$ cat src/sv/drh_pkg.sv
`timescale 1ns / 1ps
// shared types and constants for the distance response hermite block
// no dependencies

package drh_pkg;

  localparam int unsigned FRAC_BITS_DEFAULT = 16;

  localparam int unsigned DIST_W     = 32;
  localparam int unsigned MAXD_W     = 24;
  localparam int unsigned BLEND_W    = 23;
  localparam int unsigned FORCE_W    = 24;
  localparam int unsigned RESP_W     = 32;
  localparam int unsigned DIV_W      = 24;
  localparam int unsigned SLOPE_W    = 36;
  localparam int unsigned FIFO_DEPTH = 2;

  localparam int unsigned CFG_INDEX_W = 2;
  localparam int unsigned CFG_DATA_W  = 24;

  localparam logic [MAXD_W-1:0]  MAXD_RESET  = 24'd131072;
  localparam logic [BLEND_W-1:0] BLEND_RESET = 23'd6554;
  localparam logic [FORCE_W-1:0] FORCE_RESET = 24'd196608;

  localparam logic [SLOPE_W-1:0] SLOPE_CAP = '1;
  localparam logic [RESP_W-1:0]  RESP_MAX  = '1;

  typedef enum logic [CFG_INDEX_W-1:0] {
    CFG_MAX_DISTANCE = 2'd0,
    CFG_BLEND_WIDTH  = 2'd1,
    CFG_PEAK_FORCE   = 2'd2
  } drh_cfg_idx_e;

  typedef enum logic [2:0] {
    REG_ZERO    = 3'd0,
    REG_CONTACT = 3'd1,
    REG_UPPER   = 3'd2,
    REG_MIDDLE  = 3'd3,
    REG_LOWER   = 3'd4
  } drh_region_e;

  typedef struct packed {
    logic [MAXD_W-1:0]  max_distance;
    logic [BLEND_W-1:0] blend_width;
    logic [FORCE_W-1:0] peak_force;
  } drh_cfg_t;

  typedef struct packed {
    drh_region_e        region;
    logic [DIV_W-1:0]   divisor;
    logic               recip_sat;
    logic [BLEND_W-1:0] offset;
  } drh_entry_t;

  typedef struct packed {
    logic full;
    logic empty;
  } drh_fifo_status_t;

endpackage

$ cat src/sv/drh_front.sv
`timescale 1ns / 1ps
// front stage: accepts distance items, picks the curve region and the divider operands
// depends on drh_pkg

module drh_front (
  input  logic                           clk_i,
  input  logic                           rst_ni,
  input  drh_pkg::drh_cfg_t              cfg_i,
  input  logic                           in_valid_i,
  output logic                           in_stall_o,
  input  logic signed [drh_pkg::DIST_W-1:0] effective_distance_i,
  input  drh_pkg::drh_fifo_status_t      fifo_status_i,
  output logic                           push_o,
  output drh_pkg::drh_entry_t            entry_o
);
  import drh_pkg::*;

  logic              valid_q;
  drh_entry_t        entry_q, entry_d;
  logic              accept;
  logic signed [DIST_W:0] distance, maxd, width, start, diff;

  assign distance = {effective_distance_i[DIST_W-1], effective_distance_i};
  assign maxd     = {{(DIST_W+1-MAXD_W){1'b0}}, cfg_i.max_distance};
  assign width    = {{(DIST_W+1-BLEND_W){1'b0}}, cfg_i.blend_width};
  assign start    = maxd - width;
  assign diff     = distance - start;

  always_comb begin
    entry_d.region    = REG_ZERO;
    entry_d.divisor   = DIV_W'(1);
    entry_d.recip_sat = 1'b0;
    entry_d.offset    = '0;
    if (distance >= maxd) begin
      entry_d.region = REG_ZERO;
    end else if (distance <= 33'sd0) begin
      entry_d.region = REG_CONTACT;
    end else if (distance > start) begin
      entry_d.region    = REG_UPPER;
      entry_d.divisor   = start[DIV_W-1:0];
      entry_d.recip_sat = (start <= 33'sd0);
      entry_d.offset    = diff[BLEND_W-1:0];
    end else if (distance > width) begin
      entry_d.region  = REG_MIDDLE;
      entry_d.divisor = distance[DIV_W-1:0];
    end else begin
      entry_d.region  = REG_LOWER;
      entry_d.divisor = {1'b0, cfg_i.blend_width};
      entry_d.offset  = distance[BLEND_W-1:0];
    end
  end

  assign push_o     = valid_q && !fifo_status_i.full;
  assign in_stall_o = valid_q && fifo_status_i.full;
  assign accept     = in_valid_i && !in_stall_o;
  assign entry_o    = entry_q;

  always_ff @(posedge clk_i or negedge rst_ni) begin
    if (!rst_ni) begin
      valid_q <= 1'b0;
    end else if (accept) begin
      valid_q <= 1'b1;
    end else if (push_o) begin
      valid_q <= 1'b0;
    end
  end

  always_ff @(posedge clk_i) begin
    if (accept) begin
      entry_q <= entry_d;
    end
  end

endmodule

$ cat config.mk
export PLATFORM = sky130hd
export DESIGN_NAME = drh_front
export DESIGN_NICKNAME = d
export VERILOG_FILES = /design/src/sv/drh_pkg.sv /design/src/sv/drh_front.sv
export SDC_FILE = /design/constraint.sdc
export NUM_CORES = 1
export LEC_CHECK = 0
export BUFFER_PORTS_ARGS = -buffer_cell sky130_fd_sc_hd__buf_2
export CELL_PAD_IN_SITES_DETAIL_PLACEMENT = 1
export CELL_PAD_IN_SITES_GLOBAL_PLACEMENT = 2
export CORE_ASPECT_RATIO = 1.2
export CORE_UTILIZATION = 29
export DETAILED_ROUTE_END_ITERATION = 8
export PLACE_DENSITY = 0.79
export SLEW_MARGIN = 20
export SYNTH_ARGS = -nofsm -noshare
export SYNTH_HDL_FRONTEND = slang
export SYNTH_SLANG_ARGS = --single-unit
export TNS_END_PERCENT = 20
$ cat constraint.sdc
create_clock -name clk_i -period 3.4 [get_ports clk_i]
set_clock_uncertainty 0.15 [all_clocks]
set_input_delay 0.34 -clock clk_i [delete_from_list [all_inputs] [get_ports clk_i]]
set_output_delay 0.34 -clock clk_i [all_outputs]
set_load 0.005 [all_outputs]
; After elaboration in Yosys (flattened, before gate mapping)
; Cells that the tools add are included.
; Widths: inputs -> output; s select.
[op_classes]
bitwise = 1
n_lt_le_gt_ge = 5
reduce_logical = 9
addsub = 2
n_mux = 7
[op_table]
columns = op, n
row1 = $mux 23, 2
row2 = $ge 32x25->1, 1
row3 = $gt 32x24->1, 1
row4 = $gt 32x25->1, 1
row5 = $le 32x1->1 const B, 1
row6 = $mux 27, 1
row7 = $mux 26, 1
row8 = $le 25x1->1 const B, 1
row9 = $sub 24x23->25, 1
row10 = $sub 23x23->23, 1
row11 = $reduce_or 3->1, 2
row12 = $logic_and 1x1->1, 3
row13 = $mux 1, 3
row14 = $logic_not 1->1, 2
row15 = $reduce_bool 2->1, 1
row16 = $reduce_or 2->1, 1
row17 = $not 1->1, 1
[word_totals]
elab_cells = 31
out_inout_bits = 53
in_bits = 108
ff_bits = 52

; Longest topological paths before layout
[logic_depth]
ltp_word = 4
mapped_depth = 25
ltp_nobuf = 23

; Worst setup path after synthesis
; OpenSTA, ideal clock, no wires.
[synth_timing]
path_kind = input to register
startpoint = input cfg_i[47] (netlist name)
endpoint = register entry_q, in the netlist entry_o[6], data pin
path_stages = 23
setup_time_ps = 256
slack_ps = -1638
path_buffers = 3
required_ps = 2994
arrival_ps = 4632
cell_sequence = inv_1 > ha_1 > inv_1 > fa_1 > a211oi_1 > o21ai_0 > o2111ai_1 > a311oi_1 > o31a_1 > o21ai_0 > a21oi_1 > or3_1 > ha_1 > nand4_1 > nor3_1 > nand2_1 > o311a_1 > o32a_1 > buf_6 > and3_4 > buf_6 > buf_6 > a22o_1
[synth_via]
elab_chain_len = 3
elab_cells_between_ends = 6
cone_classes = 2 x add/sub / 2 x order compare / 1 x mux / 1 x reduce/logical
[synth_lines]
columns = item, line
row1 = from (decl), drh_front.sv:8  ; input drh_pkg::drh_cfg_t cfg_i,
row2 = $sub 24x23->25, drh_front.sv:26  ; assign start = maxd - width;
row3 = $gt 32x25->1 or $sub 23x23->23 (tied branches), "drh_front.sv:38, drh_front.sv:27"
row4 = $mux 23, drh_front.sv:38  ; end else if (distance > start) begin
row5 = to (signal assigned), drh_front.sv:70  ; entry_q <= entry_d;
row6 = to (decl), drh_front.sv:19  ; drh_entry_t entry_q, entry_d;
; Several ways; a longest one is shown, not always the timed one.
; A chain may end at the register's enable or synchronous reset.

; Worst setup path in the final report
[layout_timing]
startpoint = input cfg_i[47] (netlist name)
endpoint = register entry_q, in the netlist entry_o[15], data pin
; Same word-level chain as after synthesis.

==> flow_summary.toml <==
[run_status]
status = "finished with violations"
violations = "setup timing"

[detailed_routing]
viasPerCell = 5.23
wire_per_inst_um = 19.1
drc = 0
dr.pass1.iters = 7
drt_iter0_markers = 416
ant_nets = 0
vias = 7416
routed_wl_um = 27100

[floorplanning]
die_h_um = 165
die_x_um = 138
dieArea_um2 = 22600
start_util_pct = 29.5
core-area_um2 = 21600
ios = 161
rows = 59

[global_route]
grt_pass1_wl_um = 40600
antenna_found_initial = 0
grt_util_met2_pct = 43.5
grt_max_degree = 30
first_global_vias = 7583
overflow = 0
grtUsageMet1_pct = 30.6
top_usage_layer = "met2"
met3_usage_pct = 1.50
grt_use_total_pct = 24.1

[placed_design]
place_area_um2 = 9430
place.gp.congestion = 0.925
portBuffers = 135
hpwl_um = 22800

[worst_setup_path]
startpoint_type = "primary input"
r2r_end = "entry_o[21]$_SDFFCE_PP0P_"
r2r_setup_slack_ns = 1.56
crit_end = "entry_o[15]$_SDFFCE_PP0P_"
reg2reg_depth = 3
r2r_start = "valid_q$_DFFE_PN0P_"
critical_path_class = "primary input to flip-flop"
cp_max_fo = 9
end_kind = "flip-flop"
cp_data_arrival_time_ns = 4.69
cp.required_ns = 3.29
worst_setup_path_startpoint = "cfg_i[47]"

[job]
drv_cap = 0

[timing]
slew_violations = 0
tightest_slew_ns = 0.574
grt_setup_unrepaired = "yes"
fmaxAchievable_mhz = 208
fin_crit_sh_pct = 141
slew_headroom_pct = 61.1
finalHoldViolCount = 0
fin_crit_ns = 4.80
fin_ws_ns = -1.40
fin_setup_tns_ns = -65.02
final-setup-viol-count = 51

[cts]
cts_made_buffers = 5
cts_max_level = 2
cts.sink_count = 52
cts.clk_slew.worst_paths_ns = 0.06
cts_buffer_depth = 2
root_buffer = "clkbuf_16"
cts_tree = "built"
worstSkewPairLatency_ns = 0.29

[finish]
utilization_pct = 46.3
drive_above_1_share_pct = 42.1
syn2layout_area_growth_pct = 56.5
antennaDiodeCount = 0
fill_cells = 2622
nets = 1354
fin_area_um2 = 10000

[logic_synthesis]
yosys_warnings = 0
netlist.area_leader.share_pct = 24.0
ys_ff_latch = 52
ys_seq_area_share_pct = 24.4
synth_cells = 755
yosysUniqueCellTypes = 66
synth_nets = 965
ys_async_sr_fraction_pct = 1.92
syn_area_per_cell_um2 = 8.47
synth_area_um2 = 6390
synth_ff_type = "edfxtp_1"
synthTopCellsByArea = "edfxtp_1 24%, ha_1 20%, inv_1 5.1%"
synth_edf_count = 51
yosysTopAreaCell = "edfxtp_1"

[pwr]
power_frac_clock_pct = 16.6
p_leak_nw = 4.91
p_sw_mw = 1.26
p_int_mw = 1.99
combPwrFrac_pct = 60.8
switching_share_pct = 38.9
p_per_area_nw_per_um2 = 325
seqPwrFrac_pct = 22.6
ir_worst_vdd_uv = 188

[worst_hold_path]
hold_class = "primary input to flip-flop"
## kinds of logic (layout without fill, tap and decap cells)
| group | Yosys count | count (layout) | share of synthesized area, % |
|---|---|---|---|
| AND/OR/NAND/NOR | 231 | 232 | 17.4 |
| multiplexers | 3 | 3 | 0.489 |
| AO/OA/AOI/OAI | 223 | 223 | 25.1 |
| adder cells (fa/ha/maj) | 104 | 104 | 20.5 |
| buffers and inverters | 106 | 495 | 6.97 |
| XOR/XNOR | 36 | 36 | 5.15 |
| flip-flops | 52 | 52 | 24.4 |
## cells in the mapped netlist (all sizes together), types with 3 or more instances
cell,count
ha,100
inv,86
nand2,76
nor2,52
edfxtp,51
a21o,36
a21oi,32
o21ai,31
xnor2,23
a22o,20
a311oi,20
nand4,18
nor3,18
o21a,16
nand3,15
a31oi,12
xor2,12
buf,11
o211ai,10
clkbuf,9
nor2b,9
nor4,8
and3,7
or3,7
a211oi,6
a2111oi,5
nand2b,5
a21boi,4
a221o,4
and4,4
o311ai,4
or2,4
a211o,3
o221ai,3
o31a,3
## how the worst min path moves through the flow
stage / cells after the start / startpoint / to
floorplan: 0 / rst_ni / valid_q$_DFFE_PN0P_
global placement: 1 / rst_ni / valid_q$_DFFE_PN0P_
detailed placement: 1 / rst_ni / valid_q$_DFFE_PN0P_
CTS: 2 / in_valid_i / valid_q$_DFFE_PN0P_
global route: 2 / in_valid_i / valid_q$_DFFE_PN0P_
finish: 2 / in_valid_i / valid_q$_DFFE_PN0P_
## cell usage in the layout (no fill, tap or decap), types with 13 or more instances in the layout
cell type,count
a21o_1,36
a21oi_1,24
a22o_1,20
a311oi_1,17
buf_2,134
buf_4,254
edfxtp_1,51
ha_1,86
ha_4,13
inv_1,81
nand2_1,74
nand3_1,15
nand4_1,18
nor2_1,49
nor3_1,16
o21a_1,16
o21ai_0,23
xnor2_1,22
## metal layers
layer  wire [µm]  share of wire [%]  vias up
met5           0                  0        -
met4         612                2.3        0
met3        1300                4.8       39
met2       13600                 50      200
met1       11600                 43     3574
li1            -                  -     3603
## worst max-delay path, cell delays in order
cell	delay, ns
buf_12	0.11
inv_12	0.04
ha_4	0.12
inv_2	0.03
fa_2	0.36
a211oi_4	0.29
o21ai_2	0.13
o2111ai_4	0.10
a311oi_2	0.15
o31a_1	0.30
o21ai_2	0.15
a21oi_2	0.10
or3_4	0.45
ha_1	0.31
nand4_1	0.15
nor3_2	0.21
nand2_2	0.11
o311a_1	0.31
o32a_4	0.27
and3_4	0.26
buf_12	0.15
a22o_1	0.22
## flip-flops by register name, indices dropped and copies added (netlist names)
name	flops
entry_o	51
valid_q	1
## final cells by class
type / count / area, µm² / share of cell area [%]
multi-input combinational: 598 / 4850 / 48.4
clock buffer: 5 / 125 / 1.25
sequential: 52 / 1560 / 15.6
tap: 274 / 343 / 3.43
inverter: 86 / 335 / 3.35
timing repair buffer: 401 / 2770 / 27.7
clock inverter: 3 / 23.8 / 0.238
## stage by stage
step           setup slack (ns)  total power, mW  cells  hold slack, ns
2_1_floorplan             -1.24             1.70    755          -0.106
3_3_place_gp              -1.82             2.55   1400         -0.0350
3_5_place_dp              -1.91             2.61   1400         -0.0331
4_1_cts                   -1.43             3.19   1417           0.102
5_1_grt                   -1.55             3.45   1419           0.107
6_report                  -1.40             3.25   1419           0.105
## timing repair
item | in CTS | in global routing
endpoints found under the setup margin | 51 | 51
hold buffers | 1 | 0
resized for setup | 28 | 40
buffers inserted | 6 | 2
pin swaps | 43 | 30
gates cloned | 2 | 0
endpoints found under the hold margin | 1 | 0
## power groups by stage
stage / combinational (mW) / sequential [mW] / clock, mW
floorplan: 0.943 / 0.754 / 0
global placement: 1.80 / 0.750 / 0
detailed placement: 1.86 / 0.750 / 0
CTS: 1.91 / 0.736 / 0.544
global route: 2.16 / 0.737 / 0.558
finish: 1.98 / 0.736 / 0.539
Note: power is estimated with default switching activity, not from simulation.
