`src/sv/drh_pkg.sv`:
```
`timescale 1ns / 1ps
// shared types and constants for the distance response hermite block
// no dependencies

package drh_pkg;

  localparam int unsigned FRAC_BITS_DEFAULT = 16;

  localparam int unsigned DIST_W     = 32;
  localparam int unsigned MAXD_W     = 24;
  localparam int unsigned BLEND_W    = 23;
  localparam int unsigned FORCE_W    = 24;
  localparam int unsigned RESP_W     = 32;
  localparam int unsigned DIV_W      = 24;
  localparam int unsigned SLOPE_W    = 36;
  localparam int unsigned FIFO_DEPTH = 2;

  localparam int unsigned CFG_INDEX_W = 2;
  localparam int unsigned CFG_DATA_W  = 24;

  localparam logic [MAXD_W-1:0]  MAXD_RESET  = 24'd131072;
  localparam logic [BLEND_W-1:0] BLEND_RESET = 23'd6554;
  localparam logic [FORCE_W-1:0] FORCE_RESET = 24'd196608;

  localparam logic [SLOPE_W-1:0] SLOPE_CAP = '1;
  localparam logic [RESP_W-1:0]  RESP_MAX  = '1;

  typedef enum logic [CFG_INDEX_W-1:0] {
    CFG_MAX_DISTANCE = 2'd0,
    CFG_BLEND_WIDTH  = 2'd1,
    CFG_PEAK_FORCE   = 2'd2
  } drh_cfg_idx_e;

  typedef enum logic [2:0] {
    REG_ZERO    = 3'd0,
    REG_CONTACT = 3'd1,
    REG_UPPER   = 3'd2,
    REG_MIDDLE  = 3'd3,
    REG_LOWER   = 3'd4
  } drh_region_e;

  typedef struct packed {
    logic [MAXD_W-1:0]  max_distance;
    logic [BLEND_W-1:0] blend_width;
    logic [FORCE_W-1:0] peak_force;
  } drh_cfg_t;

  typedef struct packed {
    drh_region_e        region;
    logic [DIV_W-1:0]   divisor;
    logic               recip_sat;
    logic [BLEND_W-1:0] offset;
  } drh_entry_t;

  typedef struct packed {
    logic full;
    logic empty;
  } drh_fifo_status_t;

endpackage

```
`src/sv/drh_fifo.sv`:
```
`timescale 1ns / 1ps
// short queue of classified items between front and back
// depends on drh_pkg

module drh_fifo (
  input  logic                      clk_i,
  input  logic                      rst_ni,
  input  logic                      push_i,
  input  drh_pkg::drh_entry_t       entry_i,
  input  logic                      pop_i,
  output drh_pkg::drh_entry_t       entry_o,
  output drh_pkg::drh_fifo_status_t status_o
);
  import drh_pkg::*;

  localparam int unsigned PTR_W = (FIFO_DEPTH > 1) ? $clog2(FIFO_DEPTH) : 1;
  localparam int unsigned CNT_W = $clog2(FIFO_DEPTH + 1);

  drh_entry_t       slots_q [FIFO_DEPTH];
  logic [PTR_W-1:0] wr_ptr_q, rd_ptr_q;
  logic [CNT_W-1:0] count_q;

  function automatic logic [PTR_W-1:0] next_ptr(logic [PTR_W-1:0] p);
    next_ptr = (p == PTR_W'(FIFO_DEPTH - 1)) ? '0 : PTR_W'(p + 1'b1);
  endfunction

  assign entry_o        = slots_q[rd_ptr_q];
  assign status_o.full  = (count_q == CNT_W'(FIFO_DEPTH));
  assign status_o.empty = (count_q == '0);

  always_ff @(posedge clk_i or negedge rst_ni) begin
    if (!rst_ni) begin
      wr_ptr_q <= '0;
      rd_ptr_q <= '0;
      count_q  <= '0;
    end else begin
      if (push_i) begin
        wr_ptr_q <= next_ptr(wr_ptr_q);
      end
      if (pop_i) begin
        rd_ptr_q <= next_ptr(rd_ptr_q);
      end
      if (push_i && !pop_i) begin
        count_q <= count_q + 1'b1;
      end else if (pop_i && !push_i) begin
        count_q <= count_q - 1'b1;
      end
    end
  end

  always_ff @(posedge clk_i) begin
    if (push_i) begin
      slots_q[wr_ptr_q] <= entry_i;
    end
  end

endmodule

```
`config.mk`:
```
export PLATFORM = sky130hd
export DESIGN_NAME = drh_fifo
export DESIGN_NICKNAME = d
export VERILOG_FILES = /design/src/sv/drh_pkg.sv /design/src/sv/drh_fifo.sv
export SDC_FILE = /design/constraint.sdc
export NUM_CORES = 1
export LEC_CHECK = 0
export CORE_MARGIN = 2
export CORE_UTILIZATION = 58
export CTS_CLUSTER_SIZE = 24
export DETAILED_ROUTE_END_ITERATION = 6
export DONT_BUFFER_PORTS = 1
export PLACE_DENSITY = 0.79
export SYNTH_ARGS = -nofsm -noshare
export SYNTH_HDL_FRONTEND = slang
export SYNTH_SLANG_ARGS = --single-unit
export TNS_END_PERCENT = 1
```
`constraint.sdc`:
```
create_clock -name clk_i -period 3.4 [get_ports clk_i]
set_input_delay 0.34 -clock clk_i [delete_from_list [all_inputs] [get_ports clk_i]]
set_output_delay 0.34 -clock clk_i [all_outputs]
set_load 0.01 [all_outputs]
```
# --- Yosys cells after proc, flatten, opt, wreduce, memory -nomap -nowiden ---
# Memories as Yosys holds them, arrays and structs flattened.
# Cells that the tools add are included.
word_totals:
  reg_bits: 4
  ram_bits: 102
  inputBits: 55
  output_inout_bits: 53
  word_cells: 21
  mem_count: 1
classes:
  addsub: 4
  n_eq_ne: 1
  muxes: 6
  reduce_logical: 6
mem_list:
  columns: ["name", "words", "width", "rd", "rd_ports_with_merged_regs", "wr", "line_no", "text"]
  rows:
  - ["slots_q", 2, 51, 1, 0, 1, "drh_fifo.sv:19", "drh_entry_t slots_q [FIFO_DEPTH];"]
ops:
  columns: ["op", "n"]
  rows:
  - ["1-bit two-way mux", 4]
  - ["2-bit two-way mux", 2]
  - ["1-bit adder, second input constant", 2]
  - ["2-bit by 1-bit adder with 2-bit output, second input constant", 1]
  - ["2-bit == test, second input constant", 1]
  - ["1-bit logical AND", 2]
  - ["1-bit logical NOT", 2]
  - ["2-bit logical NOT", 1]
  - ["2-bit nonzero test", 1]
  - ["2-bit by 1-bit subtractor with 2-bit output, second input constant", 1]

# --- Depth between registers and ports, before layout ---
# Gate-level depths: netlist of run 1.
depth:
  depth_word: 4
  depth_mapped: 5
  ltp_nobuf: 5

# --- Worst setup path after synthesis of run 1 ---
# OpenSTA, ideal clock, no wires.
synth_path:
  kind: "reg-to-reg"
  start: "reg wr_ptr_q"
  end: "mem slots_q[0][0] in the netlist's numbering, enable pin"
  t_arrival_ps: 2676
  path_slack_ps: 258
  path_stages_with_launch: 2
  cell_sequence: "dfrtp_1 -> nor2b_1"
synth_lines:
  columns: ["item", "line_no", "text"]
  rows:
  - ["start, declared", "drh_fifo.sv:20", "logic [PTR_W-1:0] wr_ptr_q, rd_ptr_q;"]
  - ["start signal, assigned", "drh_fifo.sv:38", "wr_ptr_q <= next_ptr(wr_ptr_q);"]
  - ["end, declared", "drh_fifo.sv:19", null]
# No word-level cell before the write port.

==> impl_metrics.tcl, run 1 <==
set metrics [dict create \
    fin_area_sq_um 4370 \
    slew_headroom_pct 20.7 \
    hold_violations 0 \
    period_share_pct 65.7 \
    rr_worst_depth 2 \
    row_count 30 \
    cts-buffers-inserted 9 \
    fp.dieW_um 88.3 \
    dpl_cell_area_sq_um 4150 \
    crit_chain "mux2_2" \
    crit_family "flip-flops" \
    die_area_sq_um 7790 \
    post-cts-setup-buffers 0 \
    hpwl_mm 4.00 \
    rsz0062_at_grt "false" \
    worst_pin_slew_ns 1.19 \
    io_buffers 0 \
    die_h_um 88.3 \
    htree_levels 3 \
    gr-total-overflow 0 \
    setup_tns_ns 0 \
    setup_violations 0 \
    cp_slowest_cell "dfrtp_4" \
    synth-seq-area-share_pct 76.8 \
    cts_tree "built" \
    timing.final.crit_period_ns 2.23 \
    cts.sinks 106 \
    ir_drop_uv 647 \
    holdWs_ns 0.0628 \
    p_leak_nw 1.57 \
    start_kind "register" \
    dr.pass1.iters 4 \
    power.density_nw_per_um2 838 \
    viasPerCell 5.49 \
    finalNetCount 238 \
    netlist.area_leader.share_pct 74.4 \
    synth_area_per_cell_sq_um 23.5 \
    worstSetupPathType "reg2out" \
    cts_resized 0 \
    synth_area_leaders "edfxtp_1, mux2_4, buf_12" \
    start_util_pct 60.3 \
    io_pins 108 \
    worstSetupPathDepth 1 \
    antenna_found_initial 0 \
    wl_mm 6.02 \
    remaining_drc_errors 0 \
    synth_area_leader_cell "edfxtp_1" \
    r2r_setup_slack_ns 1.53 \
    synth_cell_types 13 \
    drive_gt1_share_pct 36.6 \
    crit_path_end_kind "output pin" \
    wl_per_cell_um 21.4 \
    antenna_left 0 \
    min_path_cells 1 \
    slew_viol_final 0 \
    num_vias 1547 \
    status "complete, no violations" \
    clk_latency_ns 0.35 \
    grt_max_degree 53 \
    skew_ns 0.00742 \
    path_buf_inv 0 \
    clockBufferDepth 2 \
    area_delta_synth_final_pct 5.98 \
    gp_congestion 0.703 \
    yosysWarnings 0 \
    grt_pass1_wl_mm 8.74 \
    maxCapViolCount 0 \
    arrival_ns 1.89 \
    cts_root_buf "clkbuf_8" \
    fmax_mhz 448 \
    slowest_delay_ns 1.03 \
    first_global_vias 1663 \
    cp_max_fo 52 \
    hold_buffers 1 \
    clkSlewWorstSetupHoldPaths_ns 0.09 \
    grtUsageTotal_pct 15.9 \
    syn_nets 231 \
    dr.first_iter.drc_count 88 \
    min_path_type "in2reg" \
    synthCells 175 \
    ys_seq_elements 106 \
    n_antenna_cell 0 \
    required_ns 3.06 \
    fp.coreArea_sq_um 6830 \
    syn_area_sq_um 4120 \
]
-- cells in the final DEF (no fill, tap or decap), types with 2 or more instances in the layout --
master     instances
bufinv_16          2
nor2_1             2
dfrtp_1            3
edfxtp_1         102
mux2_4            49
clkbuf_8           9
xor2_1             4
clkbuf_1           2
mux2_2             2
-- registers in the layout, indices dropped and copies added, names as in the netlist --
signal    flops
count_q       2
slots_q     102
rd_ptr_q      1
wr_ptr_q      1
-- worst paths after layout --
| check | start | end |
|---|---|---|
| setup / recovery | rd_ptr_q | entry_o[31] |
| hold / removal | pop_i | rd_ptr_q |
| setup reg to reg | wr_ptr_q | slots_q[0][43] |
| hold reg to reg | count_q[1] | count_q[1] |
| max in group asynchronous | rst_ni | rd_ptr_q |
| min in group asynchronous | rst_ni | wr_ptr_q |
-- per-layer routing --
metal,vias up,global-route usage [%],wire length [um]
li1,690,-,-
met1,781,17.4,2160
met2,65,26.3,3160
met3,11,7.93,603
met4,0,6.75,100
met5,-,0,0
-- synthesized netlist by cell type, drive strengths merged --
library cell / n
ha: 1
mux2: 51
buf: 6
dfrtp: 4
nor2b: 2
inv: 1
and2: 1
edfxtp: 102
xnor2: 1
xor2: 4
nor2: 2
-- metrics by stage --
stage / power (W) / instances / setup slack [ns] / utilization [%]
6_report: 0.00366 / 282 / 1.17 / 63.9
5_1_grt: 0.00382 / 282 / 1.07 / 63.9
4_1_cts: 0.00371 / 282 / 1.14 / 63.9
3_5_place_dp: 0.00291 / 266 / 1.52 / 60.7
3_3_place_gp: 0.00286 / 266 / 1.59 / 60.7
2_1_floorplan: 0.00287 / 175 / 0.258 / -
-- kinds of logic after synthesis --
logic type | Yosys count | synth area share [%]
xor+xnor | 5 | 1.06
fa+ha+maj | 1 | 0.304
buf+inv | 7 | 2.79
flops | 106 | 76.8
mux | 51 | 18.4
simple gates | 5 | 0.638
-- cell type report --
cell class                 count  area [sq um]
timing repair buffer           2          17.5
multi-input combinational     62           850
fill                         479          2470
tap                           96           120
sequential                   106          3170
clock buffer                  11           131
inverter                       1          3.75
clock inverter                 4          76.3
-- power breakdown --
group	total [W]	leakage, nW	switching (W)	internal, W
combinational	0.000878	0.470	0.000395	0.000482
sequential	0.00198	1.00	0.000239	0.00174
clock	0.000803	0.100	0.000388	0.000414
total	0.00366	1.57	0.00102	0.00264
(Power assumes the default switching activity.)
==> run 2, diff against run 1 <==
ABC_AREA = 1   (was default)
clock period = 2.3 ns   (was 3.4 ns; I/O delays follow)
==> impl_metrics.tcl, run 2 <==
set metrics [dict create \
    status "complete, no violations" \
    netlist.area_leader.share_pct 74.0 \
    dpl_cell_area_sq_um 4220 \
    synth-main-ff-cell "edfxtp_1" \
    io_buffers 0 \
    start_kind "register" \
    synth_area_leader_cell "edfxtp_1" \
    cts_tree "built" \
    ir_drop_uv 876 \
    first_global_vias 1927 \
    largest_reg_flops 102 \
    die_h_um 88.5 \
    synthCells 184 \
    clkSlewWorstSetupHoldPaths_ns 0.09 \
    area_delta_synth_final_pct 18.9 \
    grt_max_degree 40 \
    remaining_drc_errors 0 \
    top_register "slots_q" \
    fin_area_sq_um 4920 \
    wl_mm 6.82 \
    worst_pin_slew_ns 0.477 \
    cts_resized 0 \
    finalNetCount 302 \
    clockBufferDepth 2 \
    setup_violations 0 \
    crit_path_end_kind "output pin" \
    clk_latency_ns 0.35 \
    grt_util_met1_pct 20.3 \
    grt_busiest_layer "met2" \
    synth-seq-area-share_pct 76.4 \
    gp_congestion 0.758 \
    maxCapViolCount 0 \
    num_vias 1786 \
    timing.final.crit_period_ns 1.97 \
    antenna_found_initial 0 \
    fmax_mhz 508 \
    p_leak_nw 1.82 \
    rsz0062_at_grt "false" \
    dr.pass1.iters 4 \
    slew_viol_final 0 \
    grtUsageMet2_pct 32.7 \
    synth_area_leaders "edfxtp_1, mux2_4, buf_12" \
    fp.dieW_um 88.5 \
    synth-async-reset-ratio_pct 3.77 \
    hold_buffers 54 \
    syn_nets 240 \
    grtUsageTotal_pct 18.4 \
    ys_seq_elements 106 \
    syn_area_sq_um 4140 \
    setup_tns_ns 0 \
    grt_use_met3_pct 5.69 \
    die_area_sq_um 7830 \
    antenna_left 0 \
    synth_edf_count 102 \
    yosysWarnings 0 \
    viasPerCell 5.15 \
    fill_cells 416 \
    post-cts-setup-buffers 0 \
    fin_ws_ns 0.331 \
    fin_util_pct 72.0 \
    synth_area_per_cell_sq_um 22.5 \
    cts_root_buf "clkbuf_8" \
    skew_ns 0.00766 \
    gr-total-overflow 0 \
    slew_headroom_pct 68.2 \
    final_common_cell "edfxtp_1" \
    period_share_pct 85.6 \
    synth.most_common_cell "edfxtp_1" \
    min_path_type "in2async" \
    cp_max_fo 31 \
    synth_cell_types 14 \
    grt_pass1_wl_mm 10.0 \
    largest_registers "slots_q x102, count_q x2" \
    wl_per_cell_um 19.6 \
    row_count 30 \
    htree_levels 3 \
    worstSetupPathType "reg2out" \
    arrival_ns 1.74 \
    power.density_nw_per_um2 1090 \
    drive_gt1_share_pct 27.9 \
    n_antenna_cell 0 \
    layout_common_cells "edfxtp_1, dlygate4sd3_1, mux2_4" \
    pre_cts_ws_ns 0.713 \
    cts.sinks 106 \
    hold_violations 0 \
    required_ns 2.07 \
    cts-buffers-inserted 9 \
    io_pins 108 \
    dr.first_iter.drc_count 98 \
    stdcell_count 347 \
    synthTopCellsByCount "edfxtp_1, mux2_4, inv_1" \
    start_util_pct 60.6 \
    fp.coreArea_sq_um 6830 \
    place_inst 277 \
]
-- run 2: changes by cell type after synthesis, sizes merged --
cell and delta:
nor2 +1, xor2 -2, nand4 +1, nand3 +1, and2 -1, inv +6
nor2b -2, nand2 +5
-- run 2: area by class of cell --
class	count	area (sq um)	area share, %
clock buffer	10	128	2.59
timing repair buffer	57	601	12.2
multi-input combinational	65	846	17.2
tap	96	120	2.44
clock inverter	6	33.8	0.686
inverter	7	26.3	0.534
sequential	106	3170	64.4
-- run 2: per-stage QoR --
| step | power [W] | hold slack (ns) |
|---|---|---|
| 6_report | 0.00535 | 0.131 |
| 5_1_grt | 0.00562 | 0.111 |
| 4_1_cts | 0.00539 | 0.110 |
| 3_5_place_dp | 0.00437 | -0.0654 |
| 3_3_place_gp | 0.00429 | -0.0655 |
| 2_1_floorplan | 0.00424 | -0.0656 |
-- run 2: metal layers --
metal | routed length [um] | vias to the layer above
met2 | 3740 | 62
met1 | 2560 | 884
li1 | - | 830
met4 | 116 | 0
met3 | 392 | 10
met5 | 0 | -
-- run 2: cells by family after synthesis --
family                     count (synthesis)  synth area share, %
xor gates and xnor gates                   3                0.635
adders and majority gates                  1                0.302
buffers and inverters                     13                 3.33
DFF                                      106                 76.4
muxes                                     51                 18.3
and+or+nand+nor                           10                0.998
-- run 2: worst max-delay path, stage by stage, from the launching register on --
cell and delay (ns):
dfrtp_4 0.70, buf_12 0.29, mux2_4 0.35
-- run 2: worst paths after layout --
kind,endpoint,slack (ns),cells after the start,startpoint
worst min register to register,count_q[1],0.54,2,count_q[1]
max in group asynchronous,rd_ptr_q,1.98,1,rst_ni
min in group clk_i,count_q[0],0.13,2,push_i
worst min-delay path,count_q[1],0.13,1,rst_ni
worst max register to register,slots_q[1][40],0.77,3,wr_ptr_q
worst max-delay path,entry_o[18],0.33,2,rd_ptr_q
-- run 2: where the power goes --
part | switching, W | internal (W)
Clock | 0.000570 | 0.000385
Combinational | 0.000780 | 0.000815
Sequential | 0.000228 | 0.00257
==> run 3, diff against run 2 <==
PLACE_DENSITY = 0.74   (was 0.79)
==> impl_metrics.tcl, run 3 (synthesized netlist as in run 2, its figures left out) <==
set metrics [dict create \
    hpwl_mm 3.93 \
    skew_ns 0.00746 \
    fmax_mhz 499 \
    num_vias 1814 \
    maxCapViolCount 0 \
    largest_registers "slots_q x102, count_q x2" \
    slew_viol_final 0 \
    cts_root_buf "clkbuf_8" \
    worstSetupPathType "reg2out" \
    clkSlewWorstSetupHoldPaths_ns 0.10 \
    antenna_found_initial 0 \
    start_kind "register" \
    worst_pin_slew_ns 0.696 \
    path_buf_inv 1 \
    die_h_um 88.5 \
    area_delta_synth_final_pct 19.0 \
    hold_violations 0 \
    htree_levels 3 \
    viasPerCell 5.23 \
    required_ns 2.07 \
    io_buffers 0 \
    slowest_delay_ns 0.78 \
    fin_util_pct 72.1 \
    min_path_type "in2reg" \
    timing.final.crit_period_ns 2.00 \
    rr_worst_depth 3 \
    endpoint "entry_o[2]" \
    r2r_setup_slack_ns 0.76 \
    grt_max_degree 52 \
    remaining_drc_errors 0 \
    grtUsageTotal_pct 16.8 \
    pwr-share-seq_pct 52.4 \
    cts_resized 0 \
    cp_slowest_cell "dfrtp_4" \
    drive_gt1_share_pct 28.7 \
    worstSetupPathDepth 2 \
    wl_per_cell_um 19.0 \
    ir_drop_uv 706 \
    cts_tree "built" \
    wl_mm 6.58 \
    clkPwrFrac_pct 18.8 \
    status "complete, no violations" \
    die_area_sq_um 7830 \
    top_register "slots_q" \
    fill_cells 422 \
    start_util_pct 60.6 \
    r2r_end "slots_q[1][32]" \
    clockBufferDepth 2 \
    clk_latency_ns 0.35 \
    hp-start "push_i" \
    r2r_start "wr_ptr_q" \
    antenna_left 0 \
    setup_tns_ns 0 \
    holdWs_ns 0.128 \
    crit_path_end_kind "output pin" \
    setup_violations 0 \
    swShare_pct 29.9 \
    gr-total-overflow 0 \
    arrival_ns 1.77 \
    n_antenna_cell 0 \
    dr.first_iter.drc_count 123 \
    post-cts-setup-buffers 0 \
    gp_congestion 0.681 \
    p_leak_nw 1.82 \
    first_global_vias 1911 \
    dr.pass1.iters 6 \
    row_count 30 \
    grt_pass1_wl_mm 9.43 \
    io_pins 108 \
    cts-buffers-inserted 9 \
    period_share_pct 87.1 \
    finalNetCount 302 \
    crit_chain "buf_12 > mux2_4" \
    fp.coreArea_sq_um 6830 \
    place_inst 277 \
    crit_family "flip-flops" \
    cts.sinks 106 \
    pwr-share-comb_pct 28.8 \
    cp_max_fo 29 \
    layout_common_cells "edfxtp_1, dlygate4sd3_1, mux2_4" \
    crit_path_start "rd_ptr_q" \
    final_common_cell "edfxtp_1" \
    p_sw_w 0.00161 \
    slew_headroom_pct 53.6 \
    largest_reg_flops 102 \
    power.density_nw_per_um2 1090 \
    fp.dieW_um 88.5 \
    intPower_w 0.00377 \
    stdcell_count 347 \
    rsz0062_at_grt "false" \
]
==> run 3: worst min path at each step <==
stage | endpoint | slack, ns | cells after the start
5_1_grt | count_q[0] | 0.1 | 2
4_1_cts | count_q[0] | 0.11 | 2
6_report | count_q[0] | 0.13 | 2
3_5_place_dp | count_q[0] | -0.07 | 0
2_1_floorplan | count_q[0] | -0.07 | 0
3_3_place_gp | count_q[1] | -0.07 | 0
==> run 3: final cells by class <==
type	instances	area [sq um]	area share, %
repair buffers	57	588	11.9
well taps	96	120	2.44
flip-flops and latches	106	3170	64.3
clock buffers	9	124	2.52
inverters	7	26.3	0.534
multi-input cells	65	846	17.2
clock inverters	7	52.6	1.07
==> run 3: power groups by stage <==
stage	Clock, W	Combinational (W)	Sequential, W
3_3_place_gp	0	0.00145	0.00284
2_1_floorplan	0	0.00154	0.00270
4_1_cts	0.00104	0.00157	0.00282
3_5_place_dp	0	0.00148	0.00287
6_report	0.00101	0.00155	0.00282
5_1_grt	0.00113	0.00165	0.00286
==> run 3: metrics by stage <==
| step | instance area [sq um] | worst slack [ns] | power, W |
|---|---|---|---|
| after floorplan | 4140 | 0.135 | 0.00424 |
| after detailed placement | 4210 | 0.651 | 0.00435 |
| final | 4920 | 0.297 | 0.00539 |
| after CTS | 4920 | 0.255 | 0.00544 |
| after global routing | 4920 | 0.212 | 0.00564 |
| after global placement | 4210 | 0.681 | 0.00429 |
==> run 3: what timing repair did <==
action,4_1_cts,5_1_grt
endpoints found under the setup margin,0,0
endpoints found under the hold margin,108,0
hold buffers,54,0
==> run 3: layer usage <==
layer / GRT usage, % / up-vias / share of wire [%]
li1: - / 830 / -
met1: 18.8 / 892 / 37
met2: 28.5 / 82 / 53
met3: 7.56 / 10 / 8.8
met4: 5.92 / 0 / 1.5
met5: 0 / - / 0
